### config.mk
export PLATFORM = sky130hd
export DESIGN_NAME = mqtt_packet_deframer
export DESIGN_NICKNAME = d
export VERILOG_FILES = /design/src/rtl/mqttd_pkg.sv /design/src/rtl/mqttd_stage.sv /design/src/rtl/mqttd_decode.sv /design/src/rtl/mqtt_packet_deframer.sv
export SDC_FILE = /design/constraint.sdc
export NUM_CORES = 1
export LEC_CHECK = 0
export ABC_AREA = 1
export BUFFER_PORTS_ARGS = -buffer_cell sky130_fd_sc_hd__buf_4
export CORE_MARGIN = 1
export CORE_UTILIZATION = 40
export DETAILED_ROUTE_END_ITERATION = 8
export GPL_TIMING_DRIVEN = 0
export PLACE_DENSITY = 0.58
export SETUP_SLACK_MARGIN = 0.3
export SKIP_LAST_GASP = 1
export SYNTH_ARGS = -nofsm -noshare
export SYNTH_HDL_FRONTEND = slang
export SYNTH_SLANG_ARGS = --single-unit
### constraint.sdc
create_clock -name i_clk -period 3.8 [get_ports i_clk]
set_clock_uncertainty 0.2 [all_clocks]
set_input_delay 0.19 -clock i_clk [delete_from_list [all_inputs] [get_ports i_clk]]
set_output_delay 0.19 -clock i_clk [all_outputs]
set_load 0.01 [all_outputs]
### src/rtl/mqttd_pkg.sv
`default_nettype none
// ----------------------------------------------------------------------------
// mqttd_pkg
// Types and constants shared by the MQTT packet deframer modules.
// ----------------------------------------------------------------------------
package mqttd_pkg;

    localparam int unsigned MAX_LENGTH_BYTES = 4;
    localparam int unsigned LEN_W            = 28;

    localparam logic [1:0] ROLE_TYPE    = 2'd0;
    localparam logic [1:0] ROLE_LENGTH  = 2'd1;
    localparam logic [1:0] ROLE_BODY    = 2'd2;
    localparam logic [1:0] ROLE_DISCARD = 2'd3;

    localparam logic [1:0] ERR_NONE      = 2'd0;
    localparam logic [1:0] ERR_MALFORMED = 2'd1;
    localparam logic [1:0] ERR_WRONG_TYPE = 2'd2;

    typedef struct packed {
        logic [3:0] expected_type;
        logic       frame_start;
        logic [7:0] data_byte;
    } t_item;

    typedef struct packed {
        logic [1:0]       error_code;
        logic             end_of_packet;
        logic             header_done;
        logic [2:0]       header_length;
        logic [LEN_W-1:0] remaining_length;
        logic             dup_flag;
        logic             retain_flag;
        logic [1:0]       qos_level;
        logic [3:0]       packet_type;
        logic [1:0]       byte_role;
        logic [7:0]       byte_echo;
    } t_result;

endpackage
`default_nettype wire

### src/rtl/mqttd_stage.sv
`default_nettype none
// ----------------------------------------------------------------------------
// mqttd_stage
// One register stage of the stream path with valid and ready handshake.
// ----------------------------------------------------------------------------
module mqttd_stage #(
    parameter int unsigned WIDTH = 8
) (
    input  wire logic             i_clk,
    input  wire logic             i_rst_n,
    input  wire logic             i_in_valid,
    output logic                  o_in_ready,
    input  wire logic [WIDTH-1:0] i_in_data,
    output logic                  o_out_valid,
    input  wire logic             i_out_ready,
    output logic [WIDTH-1:0]      o_out_data
);

    logic             r_valid;
    logic [WIDTH-1:0] r_data;

    assign o_in_ready  = !r_valid || i_out_ready;
    assign o_out_valid = r_valid;
    assign o_out_data  = r_data;

    always_ff @(posedge i_clk) begin
        if (!i_rst_n) begin
            r_valid <= 1'b0;
        end else if (o_in_ready) begin
            r_valid <= i_in_valid;
        end
        if (o_in_ready && i_in_valid) begin
            r_data <= i_in_data;
        end
    end

endmodule
`default_nettype wire

### src/rtl/mqttd_decode.sv
`default_nettype none
// ----------------------------------------------------------------------------
// mqttd_decode
// Fixed-header state machine: classifies each byte and builds its result.
// ----------------------------------------------------------------------------
module mqttd_decode (
    input  wire logic            i_clk,
    input  wire logic            i_rst_n,
    input  wire logic            i_advance,
    input  wire mqttd_pkg::t_item i_item,
    output mqttd_pkg::t_result   o_result
);

    typedef enum logic [1:0] {
        PH_TYPE,
        PH_LEN,
        PH_BODY,
        PH_DISCARD
    } t_phase;

    localparam int unsigned LW = mqttd_pkg::LEN_W;

    t_phase          r_phase,    n_phase;
    logic [2:0]      r_len_cnt,  n_len_cnt;
    logic [LW-1:0]   r_acc,      n_acc;
    logic [LW-1:0]   r_body_left, n_body_left;
    logic [7:0]      r_taf,      n_taf;
    logic            r_mismatch, n_mismatch;

    logic [LW-1:0]   shifted;
    logic [1:0]      role;
    logic            hdr_done;
    logic            eop;
    logic [1:0]      err;

    always_comb begin
        unique case (r_len_cnt[1:0])
            2'd0: shifted = {{(LW-7){1'b0}}, i_item.data_byte[6:0]};
            2'd1: shifted = {{(LW-14){1'b0}}, i_item.data_byte[6:0], 7'd0};
            2'd2: shifted = {{(LW-21){1'b0}}, i_item.data_byte[6:0], 14'd0};
            default: shifted = {i_item.data_byte[6:0], 21'd0};
        endcase
    end

    always_comb begin
        n_phase     = r_phase;
        n_len_cnt   = r_len_cnt;
        n_acc       = r_acc;
        n_body_left = r_body_left;
        n_taf       = r_taf;
        n_mismatch  = r_mismatch;
        role        = mqttd_pkg::ROLE_DISCARD;
        hdr_done    = 1'b0;
        eop         = 1'b0;
        err         = mqttd_pkg::ERR_NONE;

        priority if (i_item.frame_start || r_phase == PH_TYPE) begin
            n_taf       = i_item.data_byte;
            n_len_cnt   = 3'd0;
            n_acc       = '0;
            n_body_left = '0;
            n_mismatch  = (i_item.expected_type != 4'd0)
                       && (i_item.expected_type != i_item.data_byte[7:4]);
            n_phase     = PH_LEN;
            role        = mqttd_pkg::ROLE_TYPE;
        end else if (r_phase == PH_LEN) begin
            role      = mqttd_pkg::ROLE_LENGTH;
            n_acc     = r_acc + shifted;
            n_len_cnt = r_len_cnt + 3'd1;
            priority if (i_item.data_byte[7]) begin
                if (n_len_cnt >= 3'(mqttd_pkg::MAX_LENGTH_BYTES)) begin
                    n_phase = PH_DISCARD;
                    err     = mqttd_pkg::ERR_MALFORMED;
                end
            end else if (r_mismatch) begin
                n_phase = PH_DISCARD;
                err     = mqttd_pkg::ERR_WRONG_TYPE;
            end else if (n_acc == '0) begin
                n_phase  = PH_TYPE;
                hdr_done = 1'b1;
                eop      = 1'b1;
            end else begin
                n_body_left = n_acc;
                n_phase     = PH_BODY;
                hdr_done    = 1'b1;
            end
        end else if (r_phase == PH_BODY) begin
            role = mqttd_pkg::ROLE_BODY;
            if (r_body_left != '0) begin
                n_body_left = r_body_left - LW'(1);
            end
            eop = (n_body_left == '0);
            if (eop) begin
                n_phase = PH_TYPE;
            end
        end else begin
            role = mqttd_pkg::ROLE_DISCARD;
        end
    end

    always_comb begin
        o_result.byte_echo        = i_item.data_byte;
        o_result.byte_role        = role;
        o_result.packet_type      = n_taf[7:4];
        o_result.qos_level        = n_taf[2:1];
        o_result.retain_flag      = n_taf[0];
        o_result.dup_flag         = n_taf[3];
        o_result.remaining_length = n_acc;
        o_result.header_length    = n_len_cnt + 3'd1;
        o_result.header_done      = hdr_done;
        o_result.end_of_packet    = eop;
        o_result.error_code       = err;
    end

    always_ff @(posedge i_clk) begin
        if (!i_rst_n) begin
            r_phase     <= PH_TYPE;
            r_len_cnt   <= 3'd0;
            r_acc       <= '0;
            r_body_left <= '0;
            r_taf       <= 8'd0;
            r_mismatch  <= 1'b0;
        end else if (i_advance) begin
            r_phase     <= n_phase;
            r_len_cnt   <= n_len_cnt;
            r_acc       <= n_acc;
            r_body_left <= n_body_left;
            r_taf       <= n_taf;
            r_mismatch  <= n_mismatch;
        end
    end

endmodule
`default_nettype wire

### src/rtl/mqtt_packet_deframer.sv
`default_nettype none
// ----------------------------------------------------------------------------
// mqtt_packet_deframer
// Splits an MQTT byte stream into packets and decodes each fixed header.
//
// The block takes one stream byte per clock while ready is high and returns
// one result per byte; each byte passes through the input register, then
// the header state machine and the result register. Throughput is one byte
// per cycle while downstream keeps up, as the phase, length and body
// counters update once per byte; ready falls only while the result register
// holds a request that downstream has not taken. A byte flagged as frame
// start always opens a new packet. After a malformed length or a wrong packet
// type, bytes come back marked as discarded until the next frame start.
// ----------------------------------------------------------------------------
module mqtt_packet_deframer (
    input  wire logic        i_clk,
    input  wire logic        i_rst_n,
    input  wire logic        s_axis_tvalid,
    output logic             s_axis_tready,
    // [7:0] data_byte, [11:8] expected_type, [15:12] zero
    input  wire logic [15:0] s_axis_tdata,
    // [0] frame_start
    input  wire logic [0:0]  s_axis_tuser,
    output logic             m_axis_tvalid,
    input  wire logic        m_axis_tready,
    // [7:0] byte_echo, [11:8] packet_type, [13:12] qos_level, [14] retain_flag,
    // [15] dup_flag, [43:16] remaining_length, [46:44] header_length,
    // [47] header_done, [49:48] error_code, [55:50] zero
    output logic [55:0]      m_axis_tdata,
    // [1:0] byte_role
    output logic [1:0]       m_axis_tuser,
    output logic             m_axis_tlast
);

    localparam int unsigned ITEM_W = $bits(mqttd_pkg::t_item);
    localparam int unsigned RES_W  = $bits(mqttd_pkg::t_result);

    mqttd_pkg::t_item   in_item;
    mqttd_pkg::t_item   held_item;
    mqttd_pkg::t_result result;
    mqttd_pkg::t_result out_res;
    logic [ITEM_W-1:0]  held_vec;
    logic [RES_W-1:0]   out_vec;
    logic               held_valid;
    logic               out_ready;

    always_comb begin
        in_item.data_byte     = s_axis_tdata[7:0];
        in_item.expected_type = s_axis_tdata[11:8];
        in_item.frame_start   = s_axis_tuser[0];
    end

    mqttd_stage #(
        .WIDTH(ITEM_W)
    ) u_in_stage (
        .i_clk      (i_clk),
        .i_rst_n    (i_rst_n),
        .i_in_valid (s_axis_tvalid),
        .o_in_ready (s_axis_tready),
        .i_in_data  (in_item),
        .o_out_valid(held_valid),
        .i_out_ready(out_ready),
        .o_out_data (held_vec)
    );

    assign held_item = mqttd_pkg::t_item'(held_vec);

    mqttd_decode u_decode (
        .i_clk    (i_clk),
        .i_rst_n  (i_rst_n),
        .i_advance(held_valid && out_ready),
        .i_item   (held_item),
        .o_result (result)
    );

    mqttd_stage #(
        .WIDTH(RES_W)
    ) u_out_stage (
        .i_clk      (i_clk),
        .i_rst_n    (i_rst_n),
        .i_in_valid (held_valid),
        .o_in_ready (out_ready),
        .i_in_data  (result),
        .o_out_valid(m_axis_tvalid),
        .i_out_ready(m_axis_tready),
        .o_out_data (out_vec)
    );

    assign out_res = mqttd_pkg::t_result'(out_vec);

    always_comb begin
        m_axis_tdata = {6'd0,
                        out_res.error_code,
                        out_res.header_done,
                        out_res.header_length,
                        out_res.remaining_length,
                        out_res.dup_flag,
                        out_res.retain_flag,
                        out_res.qos_level,
                        out_res.packet_type,
                        out_res.byte_echo};
        m_axis_tuser = out_res.byte_role;
        m_axis_tlast = out_res.end_of_packet;
    end

endmodule
`default_nettype wire
# ---- Word-level counts from Yosys, hierarchy flattened
# Cells that the tools add are included.
dict set report classes {
  magnitude_cmp 1
  reduce_logical 22
  n_eq_ne 9
  addsub 4
  n_mux 35
  bitwise_logic 1
}
# operator n
set ops {}
lappend ops {{$mux W28} 12}
lappend ops {{$pmux W28 S3} 1}
lappend ops {{$logic_not A28 Y1} 2}
lappend ops {{$add A28 B28 Y28} 1}
lappend ops {{$reduce_bool A28 Y1} 1}
lappend ops {{$sub A28 B1 Y28 const B} 1}
lappend ops {{$mux W2} 10}
lappend ops {{$mux W1} 9}
lappend ops {{$mux W8} 1}
lappend ops {{$add A3 B1 Y3 const B} 2}
lappend ops {{$mux W3} 2}
lappend ops {{$ne A3 B2 Y1 const B} 2}
lappend ops {{$reduce_bool A3 Y1} 2}
lappend ops {{$reduce_and A5 Y1} 1}
lappend ops {{$eq A2 B1 Y1 const B} 2}
lappend ops {{$eq A2 B2 Y1 const B} 2}
lappend ops {{$logic_not A2 Y1} 2}
lappend ops {{$ne A4 B3 Y1 const B} 1}
lappend ops {{$ne A4 B4 Y1} 1}
lappend ops {{$reduce_and A4 Y1} 1}
lappend ops {{$reduce_bool A4 Y1} 1}
lappend ops {{$reduce_or A2 Y1} 2}
lappend ops {{$ge A3 B3 Y1 const B} 1}
lappend ops {{$logic_and A1 B1 Y1} 3}
lappend ops {{other kinds (6)} 9}
dict set report word_totals {
  word_cells 86
  out_inout_bits 61
  in_bits 21
  regBits 138
}

# ---- Longest topological paths before layout
dict set report depth {
  word_depth 10
  mapped_depth 25
  ltp_nobuf 25
}

# ---- Cells and area by module
# A second synthesis with hierarchy kept.
dict set report unflattened {
  cells_unflattened 1399
  area_unflattened_um2 9327.7
}
# module seq_area_each_um2 cells_each area_each_um2 instances
set by_module_without_submodules {}
lappend by_module_without_submodules {mqttd_decode 1401.3 1310 7186.9 1}
lappend by_module_without_submodules {{mqttd_stage at u_out_stage} 1611.5 60 1642.8 1}
lappend by_module_without_submodules {{mqttd_stage at u_in_stage} 410.4 20 441.7 1}
lappend by_module_without_submodules {mqtt_packet_deframer 0.0 9 56.3 1}

# ---- Least setup slack after synthesis
# Ideal clock, no wire load.
dict set report synth_path {
  path_kind {register to register}
  from {register u_decode.r_len_cnt[0]}
  to {register u_decode.r_body_left[10]}
  n_path_buf 1
  path_stages_with_launch 24
  synth_period_minus_slack_ns 3.293
  slack_ns 0.507
  arrival_ns 2.978
  setup_ns 0.115
  required_time_ns 3.485
  cell_sequence {dfxtp_1 inv_1 ha_1 inv_1 nor3_1 ha_1 fa_1 nand2_1 inv_1 nand2_1 nand2_2 nand2_1 nand2_1 nand2_1 nand2_1 nand2_1 nand3_1 nand2_1 nand2_1 nor2_2 nand4_4 buf_2 a21oi_1 nor2_1}
}
dict set report synth_between {
  elab_chain_len 8
  word_cells_on_any_way 13
  classes_between {1 x add/sub; 3 x eq/ne; 6 x mux; 3 x reduce/logical}
}
# element line
set synth_rtl {}
lappend synth_rtl {{from (decl)} mqttd_decode.sv:24} ;# logic [2:0] r_len_cnt, n_len_cnt;
lappend synth_rtl {{from (signal assigned)} mqttd_decode.sv:125} ;# r_len_cnt <= n_len_cnt;
lappend synth_rtl {{$eq A2 B2 Y1 (tied with other cells)} mqttd_decode.sv:37} ;# unique case (r_len_cnt[1:0])
lappend synth_rtl {{$pmux W28 S3 *} mqttd_decode.sv:37}
lappend synth_rtl {{$add A28 B28 Y28 *} mqttd_decode.sv:68} ;# n_acc = r_acc + shifted;
lappend synth_rtl {{branches (longest 5 deep; another with $logic_not A28 Y1)} n/a}
lappend synth_rtl {{to (signal assigned)} mqttd_decode.sv:127} ;# r_body_left <= n_body_left;
lappend synth_rtl {{to (decl)} mqttd_decode.sv:26} ;# logic [LW-1:0] r_body_left, n_body_left;
# Every way passes the cells marked *. The select of a mux whose other input is x is not followed.
# A chain may end at the register's enable or synchronous reset.

# ---- Worst setup path after layout
dict set report layout_path {
  from {register u_decode.r_len_cnt[0]}
  to {register u_decode.r_body_left[21]}
}
# Same word-level chain as after synthesis.

==> key figures <==
Critical path
  • Crit. End Element: flop
  • Reg2reg path depth: 21
  • Worst EP required: 3970 ps
  • Startpoint Class: flop
  • Launch point of the worst path: u_decode.r_len_cnt[0]
  • WS Path Type: flop to flop
  • Worst setup path end: u_decode.r_body_left[21]
  • Critical path fanouts, max: 10
  • Reg2Reg Launch Point: u_decode.r_len_cnt[0]
  • Arrival @ worst endpoint: 3600 ps
  • Flop2flop setup slack: 370 ps
  • Reg2reg end: u_decode.r_body_left[21]

Timing
  • Max-slew headroom: 0.403
  • Worst Tran Pin Value: 895 ps
  • # setup viols final: 0
  • Fin. Hold Viols: 0
  • Final critical-path required period: 3430 ps
  • Max-slew violations: 0
  • Max Clock Freq: 292 MHz
  • Setup ws final: 374 ps
  • Setup_tns: 0 ps
  • Hold Slack: 99.7 ps
  • RSZ-0062 raised after global routing: yes
  • Fin crit share: 0.902

Die
  • Row count: 55
  • IO Count: 82
  • Die Ht: 155 um
  • Die Footprint: 24000 um^2
  • Initial Util: 0.410
  • DIE WIDTH: 155 um
  • Core Region: 22800 um^2

Logic synthesis
  • Yosys Warn Count: 0
  • Unique masters post-synth: 40
  • Synthesized area per cell: 6.65 um^2
  • Yosys reg bits: 138
  • Post-synth EDFFs: 66
  • Synth Flop Type: dfxtp_1
  • Mapped cell area: 9340 um^2
  • Gate Count Post-Synth: 1404
  • Async SR Flop Fraction: 0
  • Sequential-to-total area share from yosys stat: 0.367

Placed design
  • RD Place Congestion: 0.993
  • Dpl cells: 1793
  • Port Buf Inserts: 71
  • DP Worst Slack: -287 ps
  • DP HPWL: 24800 um

Flow run
  • Max-Cap Viols: 0

Pwr
  • Power share of the combinational group: 0.250
  • Cell area power density: 375 nW/um^2
  • Clk pwr share: 0.370
  • Total Power: 4.56 mW
  • Leakage power: 5.87 nW
  • Internal: 2.98 mW
  • Worst VDD drop: 0.297 mV
  • Sw frac: 0.347
  • Register share of total power: 0.380
  • Sw power: 1.58 mW

Clock tree
  • Clock tree from TritonCTS: yes
  • CTS Buf Count: 17
  • Worst-path clk slew: 70 ps
  • Clk buf depth: 2
  • Clk_lat worst skew: 440 ps
  • CTS sink cnt: 138
  • H-tree depth: 4
  • Clock root cell: clkbuf_16

Final layout
  • Nets: 1606
  • Area occupied by multi-input gates: 5700 um^2
  • Sequential cell area: 3430 um^2
  • Layout cells sized above 1: 0.211
  • Ant diodes: 0
  • Commonest non-fill, non-tap cell in the layout: nand2_1
  • Most frequent cells in the layout: nand2_1 (354), inv_1 (197), nor2_1 (125), buf_4 (101), nand3_1 (98)
  • Number of fill cells in the layout: 2250
  • Non-filler cells, final: 1871
  • Synth-to-layout area growth: 30.1%

Global routing
  • First-pass GRT wire length: 48700 um
  • Vias in the first global route: 8877
  • Grt ovf: 0
  • Initial antenna violation count: 0
  • Total GRT Usage: 0.270
  • Largest net degree at the start of global routing: 63

Routing
  • Via Count: 9654
  • # DRC: 0
  • Vias per cell: 5.16
  • Initial DRC Count: 755
  • Post-route ant nets: 0
  • Router iterations before antenna repair: 5
  • Drt wl/cell: 17.4 um
  • Final wirelength: 32600 um

Hold path
  • Hold Path Class: input pin to flop
  • Worst Hold Depth: 5

Status
  • Outcome: completed
==> layer usage <==
| metal | track usage | wire length [um] | up-vias |
|---|---|---|---|
| li1 | - | - | 4793 |
| met1 | 0.355 | 14400 | 4499 |
| met2 | 0.454 | 15300 | 296 |
| met3 | 0.0384 | 1690 | 66 |
| met4 | 0.0929 | 1150 | 0 |
| met5 | 0 | 0 | - |
==> cells in the mapped netlist (7+ instances only) <==
library cell  number  area, um^2
nor2_2            10        62.6
nand3_1          109         546
a21oi_1           98         490
ha_1              39         488
nand3b_1          15         113
nand2_1          412        1550
dfxtp_1           72        1440
buf_4              7        52.6
or2_2              7        43.8
o21ai_0           74         370
nor3_1            16        80.1
inv_1            205         769
edfxtp_1          66        1980
nor2_1           151         567
clkbuf_1          30         113
xor2_1            12         105
nand4_1           18         113
xnor2_1            7        61.3
==> power groups by stage <==
stage | clock network (mW) | registers, mW | logic, mW
2_1_floorplan | 0 | 1.74 | 0.658
3_3_place_gp | 0 | 1.76 | 0.960
3_5_place_dp | 0 | 1.76 | 0.966
4_1_cts | 1.69 | 1.73 | 1.01
5_1_grt | 1.76 | 1.74 | 1.25
6_report | 1.68 | 1.73 | 1.14
==> flip-flops by register name, indices dropped and copies added (netlist names) <==
signal and flops:
u_in_stage.o_out_valid 1, u_decode.r_acc 28, u_decode.r_taf 8, u_decode.r_phase 2, u_decode.r_len_cnt 3, u_out_stage.o_out_valid 1
u_decode.r_body_left 28, u_in_stage.o_out_data 13, u_out_stage.o_out_data 53, u_decode.r_mismatch 1
==> worst min path at each step <==
| stage | from | end | slack (ps) |
|---|---|---|---|
| 2_1_floorplan | s_axis_tdata[0] | u_in_stage.o_out_data[0] | 90 |
| 3_3_place_gp | s_axis_tdata[2] | u_in_stage.o_out_data[2] | 170 |
| 3_5_place_dp | s_axis_tdata[8] | u_in_stage.o_out_data[9] | 170 |
| 4_1_cts | i_rst_n | u_decode.r_body_left[10] | 90 |
| 5_1_grt | i_rst_n | u_decode.r_acc[14] | 120 |
| 6_report | i_rst_n | u_decode.r_acc[16] | 100 |
==> critical path: stages, from the launching register on <==
cell and delay, ps:
dfxtp_4 390, ha_4 200, buf_12 150, nand2_1 120
inv_1 70, ha_1 340, inv_1 110, nor3_4 230
nand2_1 140, nor3_2 170, nand2_2 100, nand2_1 70
nand2_1 60, nand2_1 70, nand2_1 80, nor2_4 150
nand4_4 120, buf_12 170, buf_8 130, nand3_1 70
nand2_1 100, nor2_1 110
==> metrics by stage <==
stage / instance area, um^2 / utilization
after floorplan: 9360 / -
after global placement: 10300 / 0.451
after detailed placement: 10300 / 0.452
after CTS: 11200 / 0.492
after global routing: 12200 / 0.533
final: 12200 / 0.533
==> cell type report <==
cell class                 instances  share of cell area
tap                              313              0.0322
sequential                       138               0.282
buffer                            47              0.0228
timing repair buffer             116              0.0787
clock inverter                    15              0.0128
multi-input combinational       1013               0.469
clock buffer                      17              0.0350
inverter                         212              0.0670
==> timing repair <==
action / 4_1_cts / 5_1_grt
hold buffers: 16 / 0
pin swaps: 8 / 38
hold endpoints to repair: 15 / 0
gates cloned: 2 / 3
gates resized for setup: 32 / 195
buffers inserted: 6 / 19
setup endpoints to repair: 33 / 44
==> cells by family after synthesis <==
group / Yosys count / synth area share
XOR/XNOR: 19 / 0.0178
adder cells (fa/ha/maj): 40 / 0.0544
other: 1 / 0.000402
AO/OA/AOI/OAI: 200 / 0.114
AND/OR/NAND/NOR: 747 / 0.337
flip-flops: 138 / 0.367
buffers and inverters: 259 / 0.111
No activity file was read; power rests on OpenSTA's default activity.
